===== config.mk =====
export PLATFORM = sky130hd
export DESIGN_NAME = trd_blend
export DESIGN_NICKNAME = d
export VERILOG_FILES = /design/src/hw/rtl/trd_pkg.sv /design/src/hw/rtl/trd_blend.sv
export SDC_FILE = /design/constraint.sdc
export NUM_CORES = 2
export LEC_CHECK = 0
export BUFFER_PORTS_ARGS = -buffer_cell sky130_fd_sc_hd__clkbuf_2
export CORE_ASPECT_RATIO = 1.2
export CORE_MARGIN = 1
export CORE_UTILIZATION = 50
export CTS_CLUSTER_DIAMETER = 30
export DETAILED_ROUTE_END_ITERATION = 8
export PLACE_DENSITY_LB_ADDON = 0.3
export RECOVER_POWER = 100
export REMOVE_ABC_BUFFERS = 1
export SYNTH_ARGS = -nofsm -noshare
export SYNTH_HDL_FRONTEND = slang
export SYNTH_SLANG_ARGS = --single-unit

===== constraint.sdc =====
create_clock -name clk -period 9.7 [get_ports clk]
set_input_delay 1.94 -clock clk [delete_from_list [all_inputs] [get_ports clk]]
set_output_delay 1.94 -clock clk [all_outputs]
set_load 0.01 [all_outputs]

===== src/hw/rtl/trd_pkg.sv =====
// Shared types and constants for the triangle raster / depth test block.
// No dependencies; every other file in hw/rtl imports this package.
`timescale 1ns / 1ps

package trd_pkg;

	// Fixed point formats of the vertex fields and the barycentric weights
	localparam int COORD_FRAC_BITS = 4;
	localparam int WEIGHT_BITS     = 24;
	localparam int QW              = WEIGHT_BITS + 1;  // weight including the integer bit

	// Edge function accumulators and divider operands
	localparam int EW  = 40;
	localparam int DVW = 36;

	// Pixel store word: depth in the upper bits, colour below
	localparam int COLOUR_W = 64;
	localparam int DEPTH_W  = 32;
	localparam int STORE_W  = COLOUR_W + DEPTH_W;

	localparam int DEF_MAX_WIDTH  = 128;
	localparam int DEF_MAX_HEIGHT = 128;

	localparam logic [7:0]  SIZE_RESET = 8'd128;
	localparam logic [31:0] DEPTH_BIAS = 32'h8000_0000;

	typedef enum logic [1:0] {
		CMD_VERTEX = 2'd0,
		CMD_READ   = 2'd1,
		CMD_CLEAR  = 2'd2
	} cmd_t;

	typedef enum logic [1:0] {
		REG_ACTIVE_WIDTH  = 2'd0,
		REG_ACTIVE_HEIGHT = 2'd1
	} reg_idx_t;

endpackage


===== src/hw/rtl/trd_blend.sv =====
// Shared multiply-accumulate unit that interpolates depth and four colour
// channels from the three barycentric weights. Depends on trd_pkg.
`timescale 1ns / 1ps

module trd_blend (
	input  logic                         clk,
	input  logic                         arst_n,
	input  logic                         start,
	input  logic [trd_pkg::QW-1:0]       ws,
	input  logic [trd_pkg::QW-1:0]       wt,
	input  logic [31:0]                  vdepth [3],
	input  logic [trd_pkg::COLOUR_W-1:0] vcolour [3],
	output logic                         done,
	output logic [31:0]                  depth_sum,
	output logic [trd_pkg::COLOUR_W-1:0] colour
);
	import trd_pkg::*;

	localparam int NCH = 5;
	localparam int PW  = QW + 32;
	localparam logic [2:0] LAST_CH = 3'(NCH - 1);

	logic          busy_q;
	logic [2:0]    ch_q;
	logic [1:0]    wsel_q;
	logic          v_s1, last_s1, done_q;
	logic [2:0]    ch_s1;
	logic [PW-1:0] prod_s1, acc_q, sum;
	logic [QW-1:0] ws_q, wt_q, wu_q, weight;
	logic [1:0]    vi;
	logic [31:0]   operand;
	logic [PW-1:0] prod;
	logic [31:0]   res_q [NCH];

	// pick weight and vertex operand for this step
	always_comb begin
		case (wsel_q)
			2'd0:    begin weight = ws_q; vi = 2'd1; end
			2'd1:    begin weight = wt_q; vi = 2'd2; end
			default: begin weight = wu_q; vi = 2'd0; end
		endcase
		case (ch_q)
			3'd0:    operand = vdepth[vi] ^ DEPTH_BIAS;
			3'd1:    operand = 32'(vcolour[vi][15:0]);
			3'd2:    operand = 32'(vcolour[vi][31:16]);
			3'd3:    operand = 32'(vcolour[vi][47:32]);
			default: operand = 32'(vcolour[vi][63:48]);
		endcase
		prod = PW'(weight) * PW'(operand);
		sum  = acc_q + prod_s1;
	end

	// step through channels and weights
	always_ff @(posedge clk or negedge arst_n) begin
		if (!arst_n) begin
			busy_q <= 1'b0;
			ch_q   <= '0;
			wsel_q <= '0;
			v_s1   <= 1'b0;
			done_q <= 1'b0;
		end else begin
			v_s1   <= busy_q;
			done_q <= v_s1 && last_s1 && (ch_s1 == LAST_CH);
			if (start) begin
				busy_q <= 1'b1;
				ch_q   <= '0;
				wsel_q <= '0;
			end else if (busy_q) begin
				if (wsel_q == 2'd2) begin
					wsel_q <= '0;
					ch_q   <= ch_q + 3'd1;
					if (ch_q == LAST_CH) begin
						busy_q <= 1'b0;
					end
				end else begin
					wsel_q <= wsel_q + 2'd1;
				end
			end
		end
	end

	// register products, then accumulate per channel
	always_ff @(posedge clk) begin
		if (start) begin
			ws_q  <= ws;
			wt_q  <= wt;
			wu_q  <= {1'b1, {WEIGHT_BITS{1'b0}}} - ws - wt;
			acc_q <= '0;
		end
		prod_s1 <= prod;
		last_s1 <= wsel_q == 2'd2;
		ch_s1   <= ch_q;
		if (v_s1) begin
			if (last_s1) begin
				res_q[ch_s1] <= sum[WEIGHT_BITS +: 32];
				acc_q        <= '0;
			end else begin
				acc_q <= sum;
			end
		end
	end

	assign done      = done_q;
	assign depth_sum = res_q[0];
	assign colour    = {res_q[4][15:0], res_q[3][15:0], res_q[2][15:0], res_q[1][15:0]};

endmodule


==> metrics <==
predominant post-synthesis flop cell=edfxtp_1; most frequent cells after synthesis=862 x inv_1, 688 x fa_1, 663 x nand2_1; die height=approximately 320 µm; post-CTS setup buffer count=0; post-route cell area=approximately 0.048 mm²; Routability Congestion=between 0.9 and 1; Final Max Slew Viols=189; Initial Util=between 50% and 60%; Synth area leader=fa_1; post-route ant nets=0; HPWL after DPL=roughly 100000 µm; Die Width=around 270 µm; Ports=438; Ys Warns=0; GRT overflow=0; clock skew=roughly 39 ps; Worst Tran Pin Value=3228 ps; Post-DP Area=~0.046 mm²; synthesis-stage register bit count=295; relative slew slack=-115.2%; initial antenna violation count=6; first-pass GRT wire length=190500 µm; antenna cells=0; Post-synth EDFFs=227; via count of the first global-routing pass=35140; Max Cap Viol=4; Worst R2R Path Depth=35; Max Buffers Root-to-Sink=3; Crit path top cell by count=fa_1; cts bufs inserted=54; # rows=approximately 120; Worst R2R End=prod_s1[50]; critical path type=in2reg; Worst EP arrival=just under 10000 ps; Critical R2R Launch=ch_q[0]; hold_buf cts=0; top-area cell type share of the netlist area=between 30% and 40%; Syn Area/Cell=a little over 9 µm²; Hold Path Class=reg2reg; required time of the critical path=a little over 10000 ps; Finish-stage setup viols=0; WL met1=between 40000 and 50000 µm; worst setup path end=prod_s1[50]; Area contributors post-synth=fa_1 33%, edfxtp_1 16%, ha_1 8.8%; sequential area share after synthesis=between 10% and 20%; outcome=complete, but fails checks; pin count of the biggest net entering global routing=75; Root Buffer=clkbuf_16; Max Fanout on Critical Path=3; starting DRC count in detailed routing=~2300; Netlist cell types=80; post-route minimum period=between 9000 and 10000 ps; RSZ-0062 raised after global routing=false; CTS tree=built; clock tree sinks=a little under 300; # fillers=7207; Final Hold Viols=0; H-Tree Depth=2; layout cell share with drive strength beyond 1=a little under an eighth; critical path launch point=vdepth[11]; Slowest cell on crit path=fa_1; Pre-antenna DRT Iters=5; slack of the worst reg-to-reg path=540 ps; crit-path max cell delay=between 500 and 600 ps; GRT Total Usage=about 30%; total wire length=121100 µm; Met2 Routed Length=between 50000 and 60000 µm; Setup crit end kind=flop; post-DR wirelength/cell=19.58 µm; DR DRC count=0; nets@finish=between 6000 and 7000; clk_lat worst skew=610 ps; violations in the final reports=max-capacitance violations, max-slew violations; nature of the critical path startpoint=input pin; Gate Count Post-Synth=around 4600; post-CTS sizing=0; Syn Std Cell Area=approximately 0.042 mm²; Synth async-reset ratio=about 2.7%; vias per cell=~5.4; Final period util=approximately 95%; Register Area=slightly above 0.008 mm²; multi-input logic area=around 0.029 mm²; Peak Freq=around 0.11 GHz; vias post-DR=around 33000; most frequent cell after synthesis=inv_1; P&R area growth vs syn=14.33%; Core Area=roughly 0.082 mm²; Die Area=0.08443 mm²; Port Buf Inserts=about 440; met3 wire len=approximately 11000 µm; CTS clk-pin slew, worst paths=roughly 50 ps; Top Metal Used=met5
==> per-layer routing <==
metal | GRT usage, % | vias to the layer above
met3 | 6.140 | 349
met2 | 47.64 | 1515
met4 | 13.51 | 10
met5 | 0 | -
li1 | - | 15240
met1 | 37.06 | 16380
==> placed cells by master (no fill, tap or decap), drive strengths merged, types with 17 or more instances in the layout <==
cell type and count:
edfxtp 227, xnor2 82, nor3 36, inv 875, o21ai 124, a21o 71
nor2b 25, xor2 46, dfxtp 60, clkbuf 516, nand2 663, and3b 31
and3 20, mux2i 113, buf 181, nand3 38, o211ai 18, nand4 19
o21bai 17, nor2 405, ha 294, a21oi 195, o21a 29, fa 688
and2 73, clkinv 21, o22ai 27, nand2b 29
==> worst max-delay path: cells and delay by family <==
| kind | cells | cell delay, ps |
|---|---|---|
| adder cells (fa/ha/maj) | 8 | 3840 |
| AND/OR/NAND/NOR | 9 | 1750 |
| AO/OA/AOI/OAI | 6 | 1120 |
| buffers and inverters | 8 | 770 |
| multiplexers | 1 | 120 |
| XOR/XNOR | 1 | 120 |
==> logic make-up (layout without fill, tap and decap cells) <==
kind of cell,count (synthesis),in the layout,share of synthesized area [%]
compound gates,573,573,8.583
xor+xnor,128,128,2.693
fa+ha+maj,982,982,41.92
buf+inv,1084,1604,9.852
flops,295,295,19.74
mux,122,122,2.960
simple gates,1373,1373,14.25
==> through the flow <==
step / util (%) / instances / setup WS, ps / setup TNS (ps) / hold slack, ps
6_report: 57.93 / 6188 / 481.7 / 0 / 475.3
5_1_grt: 57.93 / 6188 / 117.2 / 0 / 486.7
4_1_cts: 58.31 / 6188 / 651.9 / 0 / 470.1
3_5_place_dp: 56.05 / 6086 / 27.88 / 0 / 458.5
3_3_place_gp: 56.05 / 6086 / 77.20 / 0 / 440.3
2_1_floorplan: - / 4336 / -2399 / -71210 / 398.9
==> worst min path at each step <==
stage	from	to	slack (ps)	cells past startpoint
final	ch_q[0]	ch_s1[0]	480	0
after global routing	ch_q[0]	ch_s1[0]	490	0
after CTS	ch_q[0]	ch_s1[0]	470	0
after detailed placement	ch_q[0]	ch_s1[0]	460	0
after global placement	ch_q[1]	ch_s1[1]	440	0
after floorplan	ch_q[0]	ch_s1[0]	400	0
==> sequential cells by signal (all words and copies together) (netlist names) <==
| name | count |
|---|---|
| res_q | 96 |
| acc_q | 56 |
| prod_s1 | 56 |
| ws_q | 25 |
| wt_q | 25 |
| wu_q | 25 |
| ch_q | 3 |
| ch_s1 | 3 |
| wsel_q | 2 |
| busy_q | 1 |
| done | 1 |
| last_s1 | 1 |
| v_s1 | 1 |
==> final cells by class <==
cell class                 instances  share of cell area [%]
tap                             1111                   2.921
timing repair buffer             639                   7.479
clock inverter                    44                   1.033
clock buffer                      58                   2.871
multi-input combinational       3178                   61.61
sequential                       295                   17.28
inverter                         863                   6.806
Power is left out: the tool's default activity adds up to more than one toggle a clock period on the data nets, which glitch-free logic cannot reach.
